==> src/rtl/jsu_pkg.sv <==
// ----------------------------------------------------------------------------
// jsu_pkg
// Shared types, codes and constants of the JSON string unescaper.
// ----------------------------------------------------------------------------
package jsu_pkg;

  localparam int unsigned MaxResults = 3;

  // Parse modes
  localparam logic [2:0] MODE_IDLE = 3'd0;
  localparam logic [2:0] MODE_STR  = 3'd1;
  localparam logic [2:0] MODE_ESC  = 3'd2;
  localparam logic [2:0] MODE_HEX  = 3'd3;
  localparam logic [2:0] MODE_DONE = 3'd4;
  localparam logic [2:0] MODE_FAIL = 3'd5;

  // Result kinds
  localparam logic [1:0] KIND_DATA = 2'd0;
  localparam logic [1:0] KIND_DONE = 2'd1;
  localparam logic [1:0] KIND_ERR  = 2'd2;

  // Error codes
  localparam logic [2:0] ERR_NONE        = 3'd0;
  localparam logic [2:0] ERR_EXP_STRING  = 3'd1;
  localparam logic [2:0] ERR_TRUNC_ESC   = 3'd2;
  localparam logic [2:0] ERR_TRUNC_UNI   = 3'd3;
  localparam logic [2:0] ERR_BAD_UNI     = 3'd4;
  localparam logic [2:0] ERR_BAD_ESC     = 3'd5;
  localparam logic [2:0] ERR_UNTERM      = 3'd6;

  // UTF-8 lead and continuation marks
  localparam logic [7:0] Utf8Lead2 = 8'hC0;
  localparam logic [7:0] Utf8Lead3 = 8'hE0;
  localparam logic [7:0] Utf8Cont  = 8'h80;
  localparam logic [7:0] Utf8Mask6 = 8'h3F;

  typedef struct packed {
    logic [2:0]  mode;
    logic [1:0]  hex_cnt;
    logic [15:0] code_point;
    logic        hex_bad;
  } parse_state_t;

  typedef struct packed {
    logic [7:0] data;
    logic [1:0] kind;
    logic [2:0] err;
  } result_t;

  localparam result_t ResultNone = '{data: 8'h00, kind: KIND_DATA, err: ERR_NONE};

  function automatic result_t data_res(input logic [7:0] b);
    result_t r;
    r      = ResultNone;
    r.data = b;
    return r;
  endfunction

  function automatic result_t err_res(input logic [2:0] e);
    result_t r;
    r      = ResultNone;
    r.kind = KIND_ERR;
    r.err  = e;
    return r;
  endfunction

endpackage

==> src/rtl/jsu_decode.sv <==
// ----------------------------------------------------------------------------
// jsu_decode
// Next-state and result logic for one text item.
// ----------------------------------------------------------------------------
module jsu_decode (
  input  jsu_pkg::parse_state_t state_i,
  input  logic [7:0]            text_byte_i,
  input  logic                  end_of_text_i,
  output jsu_pkg::parse_state_t state_o,
  output logic [1:0]            n_res_o,
  output jsu_pkg::result_t      res_o [3]
);
  import jsu_pkg::*;

  logic        hex_ok;
  logic [3:0]  hex_val;
  logic [15:0] cp_next;
  logic        blank;

  always_comb begin
    hex_ok  = 1'b1;
    hex_val = 4'd0;
    if (text_byte_i >= 8'h30 && text_byte_i <= 8'h39) begin
      hex_val = text_byte_i[3:0];
    end else if ((text_byte_i >= 8'h61 && text_byte_i <= 8'h66) ||
                 (text_byte_i >= 8'h41 && text_byte_i <= 8'h46)) begin
      hex_val = text_byte_i[3:0] + 4'd9;
    end else begin
      hex_ok = 1'b0;
    end
  end

  assign cp_next = {state_i.code_point[11:0], hex_val};
  assign blank   = (text_byte_i == 8'h20) || (text_byte_i == 8'h09) ||
                   (text_byte_i == 8'h0A) || (text_byte_i == 8'h0D);

  always_comb begin
    state_o = state_i;
    n_res_o = 2'd0;
    res_o[0] = ResultNone;
    res_o[1] = ResultNone;
    res_o[2] = ResultNone;

    if (end_of_text_i) begin
      state_o = '{mode: MODE_IDLE, hex_cnt: 2'd0, code_point: 16'd0, hex_bad: 1'b0};
      unique case (state_i.mode)
        MODE_IDLE: begin n_res_o = 2'd1; res_o[0] = err_res(ERR_EXP_STRING); end
        MODE_STR:  begin n_res_o = 2'd1; res_o[0] = err_res(ERR_UNTERM);     end
        MODE_ESC:  begin n_res_o = 2'd1; res_o[0] = err_res(ERR_TRUNC_ESC);  end
        MODE_HEX:  begin n_res_o = 2'd1; res_o[0] = err_res(ERR_TRUNC_UNI);  end
        default:   n_res_o = 2'd0;
      endcase
    end else begin
      unique case (state_i.mode)
        MODE_IDLE: begin
          if (text_byte_i == 8'h22) begin
            state_o.mode = MODE_STR;
          end else if (!blank) begin
            n_res_o      = 2'd1;
            res_o[0]     = err_res(ERR_EXP_STRING);
            state_o.mode = MODE_FAIL;
          end
        end
        MODE_STR: begin
          if (text_byte_i == 8'h22) begin
            n_res_o       = 2'd1;
            res_o[0]      = ResultNone;
            res_o[0].kind = KIND_DONE;
            state_o.mode  = MODE_DONE;
          end else if (text_byte_i == 8'h5C) begin
            state_o.mode = MODE_ESC;
          end else begin
            n_res_o  = 2'd1;
            res_o[0] = data_res(text_byte_i);
          end
        end
        MODE_ESC: begin
          state_o.mode = MODE_STR;
          n_res_o      = 2'd1;
          unique case (text_byte_i)
            8'h22, 8'h5C, 8'h2F: res_o[0] = data_res(text_byte_i);
            8'h62: res_o[0] = data_res(8'h08);
            8'h66: res_o[0] = data_res(8'h0C);
            8'h6E: res_o[0] = data_res(8'h0A);
            8'h72: res_o[0] = data_res(8'h0D);
            8'h74: res_o[0] = data_res(8'h09);
            8'h75: begin
              n_res_o            = 2'd0;
              state_o.mode       = MODE_HEX;
              state_o.hex_cnt    = 2'd0;
              state_o.code_point = 16'd0;
              state_o.hex_bad    = 1'b0;
            end
            default: begin
              res_o[0]     = err_res(ERR_BAD_ESC);
              state_o.mode = MODE_FAIL;
            end
          endcase
        end
        MODE_HEX: begin
          if (state_i.hex_cnt == 2'd3) begin
            state_o.hex_cnt    = 2'd0;
            state_o.code_point = 16'd0;
            state_o.hex_bad    = 1'b0;
            if (state_i.hex_bad || !hex_ok) begin
              n_res_o      = 2'd1;
              res_o[0]     = err_res(ERR_BAD_UNI);
              state_o.mode = MODE_FAIL;
            end else begin
              state_o.mode = MODE_STR;
              if (cp_next[15:7] == 9'd0) begin
                n_res_o  = 2'd1;
                res_o[0] = data_res({1'b0, cp_next[6:0]});
              end else if (cp_next[15:11] == 5'd0) begin
                n_res_o  = 2'd2;
                res_o[0] = data_res(Utf8Lead2 | {3'b000, cp_next[10:6]});
                res_o[1] = data_res(Utf8Cont | ({2'b00, cp_next[5:0]} & Utf8Mask6));
              end else begin
                n_res_o  = 2'd3;
                res_o[0] = data_res(Utf8Lead3 | {4'b0000, cp_next[15:12]});
                res_o[1] = data_res(Utf8Cont | {2'b00, cp_next[11:6]});
                res_o[2] = data_res(Utf8Cont | ({2'b00, cp_next[5:0]} & Utf8Mask6));
              end
            end
          end else begin
            state_o.hex_cnt    = state_i.hex_cnt + 2'd1;
            state_o.code_point = cp_next;
            state_o.hex_bad    = state_i.hex_bad | ~hex_ok;
          end
        end
        default: state_o = state_i; // done or failed: drop bytes
      endcase
    end
  end

endmodule

==> src/rtl/jsu_result_buf.sv <==
// ----------------------------------------------------------------------------
// jsu_result_buf
// Three-entry shift buffer that serializes the results of one item.
// ----------------------------------------------------------------------------
module jsu_result_buf (
  input  logic             clk_i,
  input  logic             rst_ni,
  input  logic             load_i,
  input  logic [1:0]       load_cnt_i,
  input  jsu_pkg::result_t load_res_i [3],
  input  logic             pop_i,
  output jsu_pkg::result_t head_o,
  output logic [1:0]       cnt_o
);
  import jsu_pkg::*;

  result_t    ent_q [3];
  logic [1:0] cnt_q;

  always_ff @(posedge clk_i or negedge rst_ni) begin
    if (!rst_ni) begin
      cnt_q <= 2'd0;
    end else if (load_i) begin
      cnt_q <= load_cnt_i;
    end else if (pop_i) begin
      cnt_q <= cnt_q - 2'd1;
    end
  end

  always_ff @(posedge clk_i) begin
    if (load_i) begin
      ent_q[0] <= load_res_i[0];
      ent_q[1] <= load_res_i[1];
      ent_q[2] <= load_res_i[2];
    end else if (pop_i) begin
      ent_q[0] <= ent_q[1];
      ent_q[1] <= ent_q[2];
    end
  end

  assign head_o = ent_q[0];
  assign cnt_o  = cnt_q;

endmodule

==> src/rtl/json_string_unescaper.sv <==
// ----------------------------------------------------------------------------
// json_string_unescaper
// Decodes one JSON string literal from a byte stream into raw UTF-8 bytes.
// ----------------------------------------------------------------------------
//
//  Channel | Dir | Handshake                | Payload
//  --------+-----+--------------------------+-----------------------------------------------
//  in      | in  | in_valid_i, in_stall_o   | text_byte_i, end_of_text_i
//  out     | out | out_valid_o, out_stall_i | out_byte_o, result_kind_o, error_code_o, last_of_run_o
//
//  Flow: an item lands in the input register, is decoded from there into the result
//  buffer, and its first result is shown from the head of that buffer.
//  One item per cycle while in_stall_o is low; an item with N results keeps the buffer
//  until its last result is taken, and the next item that gives results waits in the input register.
//  Reset: asynchronous, active low; parse state idle, both buffers empty. Stalls: an
//  output stall holds the result buffer, which holds the input register and raises
//  in_stall_o; items that give no result pass freely.
// ----------------------------------------------------------------------------
module json_string_unescaper (
  input  logic       clk_i,
  input  logic       rst_ni,
  input  logic       in_valid_i,
  output logic       in_stall_o,
  input  logic [7:0] text_byte_i,
  input  logic       end_of_text_i,
  output logic       out_valid_o,
  input  logic       out_stall_i,
  output logic [7:0] out_byte_o,
  output logic [1:0] result_kind_o,
  output logic [2:0] error_code_o,
  output logic       last_of_run_o
);
  import jsu_pkg::*;

  // Input register
  logic       in_valid_q;
  logic [7:0] byte_q;
  logic       eot_q;

  // Parse state
  parse_state_t state_q, state_d;

  logic       consume;
  logic       pop;
  logic       load;
  logic       can_load;
  logic [1:0] n_res;
  logic [1:0] buf_cnt;
  result_t    res [3];
  result_t    head;

  jsu_decode u_decode (
    .state_i       (state_q),
    .text_byte_i   (byte_q),
    .end_of_text_i (eot_q),
    .state_o       (state_d),
    .n_res_o       (n_res),
    .res_o         (res)
  );

  // Pop the head on a taken result; load a new run once the buffer drains.
  assign pop      = out_valid_o && !out_stall_i;
  assign can_load = (buf_cnt == 2'd0) || ((buf_cnt == 2'd1) && pop);
  assign consume  = in_valid_q && ((n_res == 2'd0) || can_load);
  assign load     = consume && (n_res != 2'd0);

  jsu_result_buf u_result_buf (
    .clk_i      (clk_i),
    .rst_ni     (rst_ni),
    .load_i     (load),
    .load_cnt_i (n_res),
    .load_res_i (res),
    .pop_i      (pop),
    .head_o     (head),
    .cnt_o      (buf_cnt)
  );

  // Hold the input register until its item is decoded.
  assign in_stall_o = in_valid_q && !consume;

  always_ff @(posedge clk_i or negedge rst_ni) begin
    if (!rst_ni) begin
      in_valid_q <= 1'b0;
    end else if (!in_stall_o) begin
      in_valid_q <= in_valid_i;
    end
  end

  always_ff @(posedge clk_i) begin
    if (in_valid_i && !in_stall_o) begin
      byte_q <= text_byte_i;
      eot_q  <= end_of_text_i;
    end
  end

  // Advance parse state once per decoded item.
  always_ff @(posedge clk_i or negedge rst_ni) begin
    if (!rst_ni) begin
      state_q <= '{mode: MODE_IDLE, hex_cnt: 2'd0, code_point: 16'd0, hex_bad: 1'b0};
    end else if (consume) begin
      state_q <= state_d;
    end
  end

  assign out_valid_o   = (buf_cnt != 2'd0);
  assign out_byte_o    = head.data;
  assign result_kind_o = head.kind;
  assign error_code_o  = head.err;
  assign last_of_run_o = (buf_cnt == 2'd1);

  // Data results never carry an error code.
  a_data_no_err: assert property (@(posedge clk_i) disable iff (!rst_ni)
    (out_valid_o && result_kind_o == KIND_DATA) |-> error_code_o == ERR_NONE)
    else $error("data result with error code");

  // Only multi-byte UTF-8 runs have results that are not last.
  a_run_data: assert property (@(posedge clk_i) disable iff (!rst_ni)
    (out_valid_o && !last_of_run_o) |-> result_kind_o == KIND_DATA)
    else $error("non-data result inside a run");

  // A held input item stays in the register.
  a_hold_input: assert property (@(posedge clk_i) disable iff (!rst_ni)
    (in_valid_q && !consume) |=> (in_valid_q && $stable(byte_q) && $stable(eot_q)))
    else $error("input register lost a held item");

endmodule
==> config.mk <==
export PLATFORM = sky130hd
export DESIGN_NAME = json_string_unescaper
export DESIGN_NICKNAME = d
export VERILOG_FILES = /design/src/rtl/jsu_pkg.sv /design/src/rtl/jsu_decode.sv /design/src/rtl/jsu_result_buf.sv /design/src/rtl/json_string_unescaper.sv
export SDC_FILE = /design/constraint.sdc
export NUM_CORES = 1
export LEC_CHECK = 0
export BUFFER_PORTS_ARGS = -buffer_cell sky130_fd_sc_hd__buf_2
export CAP_MARGIN = 40
export CORE_MARGIN = 3
export CORE_UTILIZATION = 25
export CTS_CLUSTER_DIAMETER = 100
export CTS_CLUSTER_SIZE = 20
export DETAILED_ROUTE_END_ITERATION = 6
export PLACE_DENSITY = 0.38
export SLEW_MARGIN = 10
export SYNTH_ARGS = -nofsm -noshare
export SYNTH_HDL_FRONTEND = slang
export SYNTH_HIERARCHICAL = 1
export SYNTH_SLANG_ARGS = --single-unit
==> constraint.sdc <==
create_clock -name clk_i -period 5.79 [get_ports clk_i]
set_input_delay 1.4475 -clock clk_i [delete_from_list [all_inputs] [get_ports clk_i]]
set_output_delay 1.4475 -clock clk_i [all_outputs]
set_load 0.1 [all_outputs]
# After elaboration in Yosys (flattened, before gate mapping)
# Memory sizes are Yosys's and may differ from the RTL's.
# Cells that the tools add are included.
# Widths: inputs -> output; s select.
[totals]
register_bits = 30
ramBits = 39
in_bits = 13
mem_count = 1
[memory_table]
columns = ["name", "words", "word_bits", "rd", "rd_clocked_by_memory_dff", "write_ports", "line_no", "text"]
rows = [
  ["u_result_buf.ent_q", 3, 13, 3, 0, 3, "jsu_result_buf.sv:17", "result_t ent_q [3];"],
]
[classes]
n_addsub = 3
n_lt_le_gt_ge = 6
eq_ne = 22
mux = 54
bitwise_logic = 4
n_reduce_logical = 35
[ops]
columns = ["cell", "count"]
rows = [
  ["$mux 13", 9],
  ["$mux 26", 4],
  ["$pmux 13 s7", 1],
  ["$eq 8x7->1 const B", 7],
  ["$pmux 13 s4", 1],
  ["$mux 39", 1],
  ["$mux 19", 2],
  ["$pmux 19 s2", 1],
  ["$eq 8x4->1 const B", 3],
  ["$eq 8x6->1 const B", 3],
  ["$mux 24", 1],
  ["$mux 22", 1],
  ["$pmux 5 s4", 1],
  ["$mux 3", 6],
  ["$ge 8x7->1 const B", 2],
  ["$le 8x7->1 const B", 2],
  ["$mux 2", 8],
  ["$mux 1", 12],
  ["$pmux 3 s4", 1],
  ["$logic_and 1x1->1", 9],
  ["$logic_not 9->1", 1],
  ["$ge 8x6->1 const B", 1],
  ["$le 8x6->1 const B", 1],
  ["$mux 4", 2],
  ["other kinds (29)", 44],
]

# Logic depth before layout (Yosys ltp)
# Gate-level depths: netlist of the first run.
[depth]
word_depth = 18
ltp_mapped = 16
depth_no_buf = 12

# Cells and area by module
# The synthesis of the first run kept the hierarchy.
[modules_own_cells]
columns = ["module", "instances", "cells_each", "area_each_um2", "seq_area_each_um2"]
rows = [
  ["jsu_result_buf", 1, 92, 1803.0, 1221.2],
  ["jsu_decode", 1, 247, 1529.0, 0.0],
  ["json_string_unescaper", 1, 66, 1261.2, 845.8],
]

# Worst setup path after synthesis of the first run
# Ideal clock, no wire load.
[synth_timing]
path_type = "register -> output"
from = "register byte_q[0]"
to = "output port in_stall_o"
arrival_time_ps = 4413
t_required_ps = 4343
slack_ps = -71
stages_incl_launch_ff = 11
n_path_buf = 2
cell_sequence = "edfxtp_1 -> clkbuf_1 -> inv_1 -> ha_1 -> nor3b_1 -> a311oi_4 -> o2111ai_2 -> buf_4 -> nor2_1 -> nor2_2 -> nor3b_1"
[synth_via]
elab_chain_cells = 16
elab_cells_between_ends = 38
[synth_rtl]
columns = ["item", "line_no", "text"]
rows = [
  ["from (decl)", "json_string_unescaper.sv:37", "logic [7:0] byte_q;"],
  ["from (signal assigned)", "json_string_unescaper.sv:91", "byte_q <= text_byte_i;"],
  ["$ge 8x7->1, or another cell as far along", "jsu_decode.sv:25", "end else if ((text_byte_i >= 8'h61 && text_byte_i <= 8'h66) ||"],
  ["$logic_and 1x1->1 (on tied branches)", "jsu_decode.sv:25, jsu_decode.sv:26", ""],
  ["$logic_or 1x1->1", "jsu_decode.sv:25", ""],
  ["$mux 1", "jsu_decode.sv:25", ""],
  ["$mux 1 *", "jsu_decode.sv:23", "if (text_byte_i >= 8'h30 && text_byte_i <= 8'h39) begin"],
  ["$logic_not 1->1 *", "jsu_decode.sv:105", "if (state_i.hex_bad || !hex_ok) begin"],
  ["$logic_or 1x1->1 *", "jsu_decode.sv:105", ""],
  ["$mux 2 *", "jsu_decode.sv:105", ""],
  ["$mux 2 *", "jsu_decode.sv:101", "if (state_i.hex_cnt == 2'd3) begin"],
  ["$pmux 2 s4 *", "jsu_decode.sv:54", "unique case (state_i.mode)"],
  ["$mux 2 *", "jsu_decode.sv:44", "if (end_of_text_i) begin"],
  ["via n_res[1]", "json_string_unescaper.sv:47", "logic [1:0] n_res;"],
  ["$logic_not 2->1 *", "json_string_unescaper.sv:64", "assign consume = in_valid_q && ((n_res == 2'd0) || can_load);"],
  ["$logic_or 1x1->1 *", "json_string_unescaper.sv:64", ""],
  ["$logic_and 1x1->1 *", "json_string_unescaper.sv:64", ""],
  ["$logic_not 1->1 *", "json_string_unescaper.sv:79", "assign in_stall_o = in_valid_q && !consume;"],
  ["$logic_and 1x1->1 *", "json_string_unescaper.sv:79", ""],
  ["to (decl)", "json_string_unescaper.sv:23", "output logic in_stall_o,"],
]
# Mark *: on every way through the listed nets, which the timed path passes. The rest lies on a longest branch.

# Worst setup path in the final report of the first run
[layout_timing]
from = "register byte_q[1]"
to = "output port in_stall_o"
[layout_via]
elab_chain_cells = 16
elab_cells_between_ends = 38
[layout_rtl]
columns = ["item", "line_no"]
rows = [
  ["$ge 8x7->1, or another cell as far along", "jsu_decode.sv:25"],
  ["$logic_and 1x1->1 (on tied branches)", "jsu_decode.sv:25, jsu_decode.sv:26"],
  ["$logic_or 1x1->1", "jsu_decode.sv:25"],
  ["$mux 1", "jsu_decode.sv:25"],
  ["$mux 1", "jsu_decode.sv:23"],
  ["$logic_not 1->1", "jsu_decode.sv:105"],
  ["$logic_or 1x1->1", "jsu_decode.sv:105"],
  ["$mux 2", "jsu_decode.sv:105"],
  ["$mux 2", "jsu_decode.sv:101"],
  ["$pmux 2 s4 *", "jsu_decode.sv:54"],
  ["$mux 2 *", "jsu_decode.sv:44"],
  ["via n_res[0]", "json_string_unescaper.sv:47"],
  ["$logic_not 2->1 *", "json_string_unescaper.sv:64"],
  ["$logic_or 1x1->1 *", "json_string_unescaper.sv:64"],
  ["$logic_and 1x1->1 *", "json_string_unescaper.sv:64"],
  ["$logic_not 1->1 *", "json_string_unescaper.sv:79"],
  ["$logic_and 1x1->1 *", "json_string_unescaper.sv:79"],
]
# Marks and branches as above.

==> summary.md, run 1 <==
| Metric | Value |
|---|---|
| Yosys warns | 6 |
| Root Driver | clkbuf_16 |
| WP data arrival | 3.53 ns |
| CTS tree | yes |
| Num CTS Buffers | 9 |
| Minimum clock period after layout | 4.974 ns |
| Critical Path Start Type | flop |
| Mapped Avg Cell Area | 11.28 um^2 |
| HPWL after DPL | 7.808 mm |
| Outcome | finished clean |
| Clk pin slew, worst setup/hold paths | 0.06 ns |
| Gr usage total | 11.96% |
| Worst min path class | reg2reg |
| Area grow syn2layout | 11.09% |
| Routed WL per cell | 17.78 um |
| Worst Skew | 0.006537 ns |
| Core area | 16,880 um^2 |
| Skew-Pair Late Insertion Delay | 0.34 ns |
| Hold-fix buffers, CTS | 0 |
| Flop2flop setup slack | 1.48 ns |
| Via-per-instance ratio | 4.743 |
| GR Util met2 | 18.22% |
| Fin cells | 626 |
| DRC | 0 |
| Fin. max-slew vios | 0 |
| Max Freq | 201.1 MHz |
| Critical path endpoint category | output pin |
| CTS sink cnt | 69 |
| Via count | 2,969 |
| Resize count post-CTS | 0 |
| Mapped Area | 4388 um^2 |
| Ant. Diodes | 0 |
| Max transition margin | 37.62% |
| Die X | 138.5 um |
| Setup bufs post-CTS | 0 |
| Top Ports | 29 |
| Setup violations, final | 0 |
| ANT nets after route | 0 |
| Vias in the first global route | 2,963 |
| Logic pwr share | 42.4% |
| Seq pwr share | 34.4% |
| Post-synthesis instance total | 389 |
| H-tree Lvls | 3 |
| Die Ht | 138.5 um |
| Int Pwr | 1.326 mW |
| Worst R2R End | u_result_buf/ent_q[0][5] |
| Layout cells sized above 1 | 28.82% |
| FP Rows | 47 |
| CTS max path bufs | 2 |
| Initial Util | 26.00% |
| GRT busiest layer | met2 |
| GPL Wtd Cong | 0.8381 |
| IO buf count | 28 |
| GR Util met1 | 16.03% |
| 1st-pass router iterations | 4 |
| Sw Share | 43.62% |
| Crit-path max FO | 10 |
| Pleak | 1.940 nW |
| Final setup TNS | 0 ns |
| Clk pwr share | 23.1% |
| Die ar. | 19,180 um^2 |
| Critical R2R Launch | byte_q[3] |
| Worst-case reg-to-reg path depth | 11 |
| First-pass GRT wire length | 17.64 mm |
| Critical path class | reg2out |
| Cells after DPL | 611 |
| RSZ-0062 raised after global routing | no |
| Final design utilization | 28.88% |
| Critical Path Source | byte_q[1] |
| Initial antenna violation count | 0 |
| Worst path required time | 4.34 ns |
| Switching power total | 1.026 mW |
| Final worst path period share | 85.90% |
| Pwr dens | 482.4 nW/um^2 |
| Final Hold Vio Count | 0 |
| Final nets | 421 |
| CP endpoint | in_stall_o |
| Final wirelength | 11.13 mm |
| Largest net degree at the start of global routing | 27 |
| Iteration-0 DRC Markers | 297 |
| Max-cap violations | 0 |
| Worst slew pin tran | 0.9259 ns |
| Grt ovf | 0 |
| Peak supply drop | 0.0002574 V |
| Met3 Track Usage GR | 3.246% |
-- state kept, by name, indices dropped and copies added, names as in the netlist --
signal and flops:
in_valid_q 1, eot_q 1, state_q 18, u_result_buf/ent_q 39
u_result_buf/cnt_o 2, byte_q 8
-- metal layers --
metal / wire length (um) / up-vias
met2: 5096 / 66
met4: 248 / 0
li1: - / 1445
met5: 0 / -
met3: 579 / 16
met1: 5204 / 1442
-- how the worst min path moves through the flow --
stage | start | end | slack [ns] | depth (start not counted)
after floorplan | state_q[21] | state_q[21] | 0.48 | 1
after global placement | state_q[18] | state_q[18] | 0.52 | 1
after detailed placement | state_q[0] | state_q[0] | 0.53 | 1
after CTS | state_q[0] | state_q[0] | 0.54 | 1
after global routing | state_q[0] | state_q[0] | 0.55 | 1
final | state_q[0] | state_q[0] | 0.54 | 1
-- power by group through the flow --
stage	logic, mW	clock network (mW)	registers (mW)
after floorplan	0.959	0	0.775
after global placement	1.01	0	0.818
after detailed placement	1.01	0	0.822
after CTS	1.02	0.567	0.812
after global routing	1.06	0.588	0.831
final	0.998	0.544	0.810
-- layout by cell type, fill, tap and decap left out, drive strengths merged, types with 6 or more instances in the layout --
master,instances
edfxtp,48
mux2,44
nor2,43
buf,37
dfrtp,21
a22oi,18
nand2,17
conb,12
a21oi,12
inv,11
clkbuf,10
nand2b,10
o21ai,10
nor4,9
nor3,8
nand3b,7
ha,6
a21boi,6
-- area by class of cell --
cell class / instances / area [um^2]
clock inverters: 5 / 52.55
repair buffers: 37 / 211.5
fillers: 1770 / 12000
clock buffers: 10 / 229.0
well taps: 220 / 275.3
inverters: 11 / 41.29
multi-input cells: 274 / 2098
flip-flops and latches: 69 / 1967
-- per-stage QoR --
| stage | worst slack, ns | instance area [um^2] | hold WS [ns] | total power [mW] |
|---|---|---|---|---|
| 4_1_cts | 0.8099 | 4875 | 0.5392 | 2.395 |
| 6_report | 0.8164 | 4875 | 0.5380 | 2.351 |
| 2_1_floorplan | 0.9561 | 4434 | 0.4774 | 1.734 |
| 5_1_grt | 0.5293 | 4875 | 0.5539 | 2.478 |
| 3_3_place_gp | 1.356 | 4567 | 0.5231 | 1.831 |
| 3_5_place_dp | 1.206 | 4593 | 0.5262 | 1.835 |
-- critical path, stage by stage (launching register included) --
cell      delay, ns
edfxtp_1       0.59
inv_1          0.15
ha_1           0.26
nor3b_1        0.45
a311oi_4       0.11
o21ai_2        0.27
o31ai_1        0.11
a31oi_1        0.40
nor2_2         0.12
nor3b_2        0.24
buf_2          0.46
Power figures use the tool's default switching activity.
==> inputs of run 2 (changes only) <==
Settings changed: ABC_AREA set to 1.
Clock period 5.79 ns to 4.92 ns, I/O delays scaled along.
==> summary.md, run 2 <==
| Metric | Value |
|---|---|
| Pleak | 2.339 nW (+21%) |
| FP Rows | 48 (+2.1%) |
| Ant. Diodes | 0 (unchanged) |
| Die ar. | 19,500 um^2 (+1.7%) |
| Final wirelength | 11.69 mm (+5.0%) |
| Setup bufs post-CTS | 0 (unchanged) |
| Clk pin slew, worst setup/hold paths | 0.05 ns (about the same) |
| Layout cells sized above 1 | 13.40% (-15 points) |
| Die Ht | 139.7 um (+0.84%) |
| Num CTS Buffers | 9 (unchanged) |
| Final nets | 611 (+45%) |
| Worst path required time | 3.69 ns (-0.65 ns) |
| ANT nets after route | 0 (unchanged) |
| Final setup TNS | 0 ns (unchanged) |
| CTS sink cnt | 69 (unchanged) |
| Stages on the worst setup path | 14 (+4) |
| Sw Share | 48.11% (+4.5 points) |
| Most frequent cells in the layout | nand2_1, nand3_1, inv_1 |
| Mapped Avg Cell Area | 7.660 um^2 (-32%) |
| Core area | 17,420 um^2 (+3.2%) |
| Critical Path Source | byte_q[0] |
| 1st-pass router iterations | 5 (+1) |
| Worst path most repeated cell | nand2_1 |
| Max reg flops | 39 (unchanged) |
| Seq pwr share | 33.5% (-0.9 points) |
| Die X | 139.7 um (+0.84%) |
| Final design utilization | 28.27% (-0.61 points) |
| Biggest regs | u_result_buf/ent_q (39), state_q (18), byte_q (8) |
| Worst min path class | reg2reg |
| Routed WL per cell | 14.22 um (-20%) |
| Top reg by flops | u_result_buf/ent_q |
| Vias in the first global route | 3,583 (+21%) |
| Critical path class | reg2out |
| GPL Wtd Cong | 0.8810 (+5.1%) |
| Outcome | finished clean |
| Critical path endpoint category | output pin |
| Int Pwr | 1.495 mW (+13%) |
| Logic pwr share | 44.3% (+1.9 points) |
| CTS tree | yes |
| Setup violations, final | 0 (unchanged) |
| Skew-Pair Late Insertion Delay | 0.34 ns (about the same) |
| Initial antenna violation count | 0 (unchanged) |
| Via-per-instance ratio | 4.464 (-5.9%) |
| Pwr dens | 585.2 nW/um^2 (+21%) |
| IO buf count | 28 (unchanged) |
| Top Ports | 29 (unchanged) |
| Worst Skew | 0.007388 ns (+0.0008503 ns) |
| Hold-fix buffers, CTS | 0 (unchanged) |
| Final Hold Slack | 0.4980 ns (-0.04002 ns) |
| CP Cell Sequence | inv_1 -> ha_1 -> nor2_1 -> nand2_1 -> nand3_4 -> nand2_4 -> nand2_1 -> o21ai_0 -> a31oi_1 -> inv_1 -> nand2_1 -> nand2_4 -> nor2_1 -> buf_2 |
| Worst-case reg-to-reg path depth | 18 (+7) |
| Crit-path max FO | 22 (+12) |
| Critical Path Start Type | flop |
| Minimum clock period after layout | 4.323 ns |
| Fin cells | 822 (+31%) |
| Fin. max-slew vios | 0 (unchanged) |
| Iteration-0 DRC Markers | 243 (-18%) |
| Worst Path Buf+Inv | 3 (+1) |
| CTS max path bufs | 2 (unchanged) |
| Slowest stage delay, CP | 0.47 ns (-0.12 ns) |
| Peak supply drop | 0.0003590 V (+39%) |
| Family with the most delay on the worst path | simple AND/OR/NAND/NOR gates |
| DRC | 0 (unchanged) |
| Clk pwr share | 22.3% (-0.8 points) |
| Max Freq | 231.3 MHz |
| First-pass GRT wire length | 19.18 mm (+8.8%) |
| Grt ovf | 0 (unchanged) |
| Worst slew pin tran | 0.7269 ns (-0.1991 ns) |
| Via count | 3,669 (+24%) |
| Switching power total | 1.386 mW (+35%) |
| Root Driver | clkbuf_16 |
| Gr usage total | 12.48% (+0.52 points) |
| Initial Util | 25.64% (-0.36 points) |
| Resize count post-CTS | 0 (unchanged) |
| H-tree Lvls | 3 (unchanged) |
| Max-cap violations | 0 (unchanged) |
| WP data arrival | 3.09 ns (-0.44 ns) |
| Post-synthesis instance total | 583 (+50%) |
| Largest net degree at the start of global routing | 31 (+15%) |
| RSZ-0062 raised after global routing | no |
| Pre-CTS setup slack | 0.9321 ns (-0.2739 ns) |
| Most common cell after layout, fill and taps aside | nand2_1 |
| Yosys warns | 6 (unchanged) |
| CP endpoint | in_stall_o |
| HPWL after DPL | 8.480 mm (+8.6%) |
| Final Hold Vio Count | 0 (unchanged) |
| Mapped Area | 4466 um^2 (+1.8%) |
| Final worst path period share | 87.87% |
| Max transition margin | 51.54% (+14 points) |
| Worst R2R End | u_result_buf/ent_q[0][21] |
| CP max-delay cell | edfxtp_1 |
| Fin worst setup slack | 0.5967 ns (-0.2197 ns) |
| Area grow syn2layout | 10.25% |
| Cells after DPL | 806 (+32%) |
| Flop2flop setup slack | 1.29 ns (-0.19 ns) |
| Critical R2R Launch | byte_q[0] |
## run 2: cell count changes in the layout (fill, tap and decap cells not counted), sizes merged, moves of 6 or more
| cell | previous run | this run |
|---|---|---|
| nand2 | 17 | 209 |
| nor4 | 9 | 0 |
| a22oi | 18 | 0 |
| nand2b | 10 | 0 |
| nand3b | 7 | 0 |
| inv | 11 | 60 |
| nand4 | 1 | 9 |
| nand3 | 4 | 68 |
| o21ai | 10 | 21 |
| a21oi | 12 | 27 |
| nor2 | 43 | 54 |
| a21boi | 6 | 0 |
| mux2 | 44 | 0 |
## run 2: worst min-delay path by stage
stage | start | end | slack, ns | cells after the start
2_1_floorplan | state_q[0] | state_q[0] | 0.46 | 2
3_3_place_gp | state_q[18] | state_q[18] | 0.49 | 2
3_5_place_dp | state_q[0] | state_q[0] | 0.49 | 2
4_1_cts | state_q[0] | state_q[0] | 0.51 | 2
5_1_grt | state_q[18] | state_q[18] | 0.54 | 2
6_report | state_q[0] | state_q[0] | 0.50 | 2
## run 2: stage by stage
stage	instance area, um^2	power [mW]
2_1_floorplan	4507	2.127
3_3_place_gp	4631	2.279
3_5_place_dp	4631	2.271
4_1_cts	4923	2.931
5_1_grt	4923	3.055
6_report	4923	2.881
## run 2: per-layer routing
metal | vias up | global-route usage, % | wire length [um]
li1 | 1863 | - | -
met1 | 1703 | 16.88 | 5650
met2 | 86 | 18.78 | 5196
met3 | 17 | 3.333 | 534
met4 | 0 | 5.456 | 308
met5 | - | 0 | 0
## run 2: cell type report
class / instances / area (um^2)
fill: 1900 / 12490
clock inverter: 6 / 63.81
inverter: 60 / 225.2
clock buffer: 10 / 229.0
tap: 225 / 281.5
multi-input combinational: 419 / 1979
timing repair buffer: 33 / 177.7
sequential: 69 / 1967
## run 2: power by group through the flow
stage	combinational, mW	clock [mW]	sequential, mW
final	1.27	0.642	0.964
after global routing	1.38	0.686	0.986
after CTS	1.30	0.669	0.967
after detailed placement	1.29	0	0.977
after global placement	1.30	0	0.975
after floorplan	1.18	0	0.947
## run 2: worst register-to-register path, stage by stage, from the launching register on
cell	delay (ns)
edfxtp_1	0.49
inv_1	0.21
ha_1	0.20
nor2_1	0.04
nand2_1	0.17
nand3_4	0.12
nand2_4	0.13
nand2_1	0.10
o21ai_0	0.16
a31oi_1	0.14
inv_1	0.07
nand2_1	0.10
nand2_4	0.24
nand2_4	0.21
nor2_2	0.37
inv_2	0.08
nand2_2	0.41
nand2_1	0.15
nand2_1	0.09
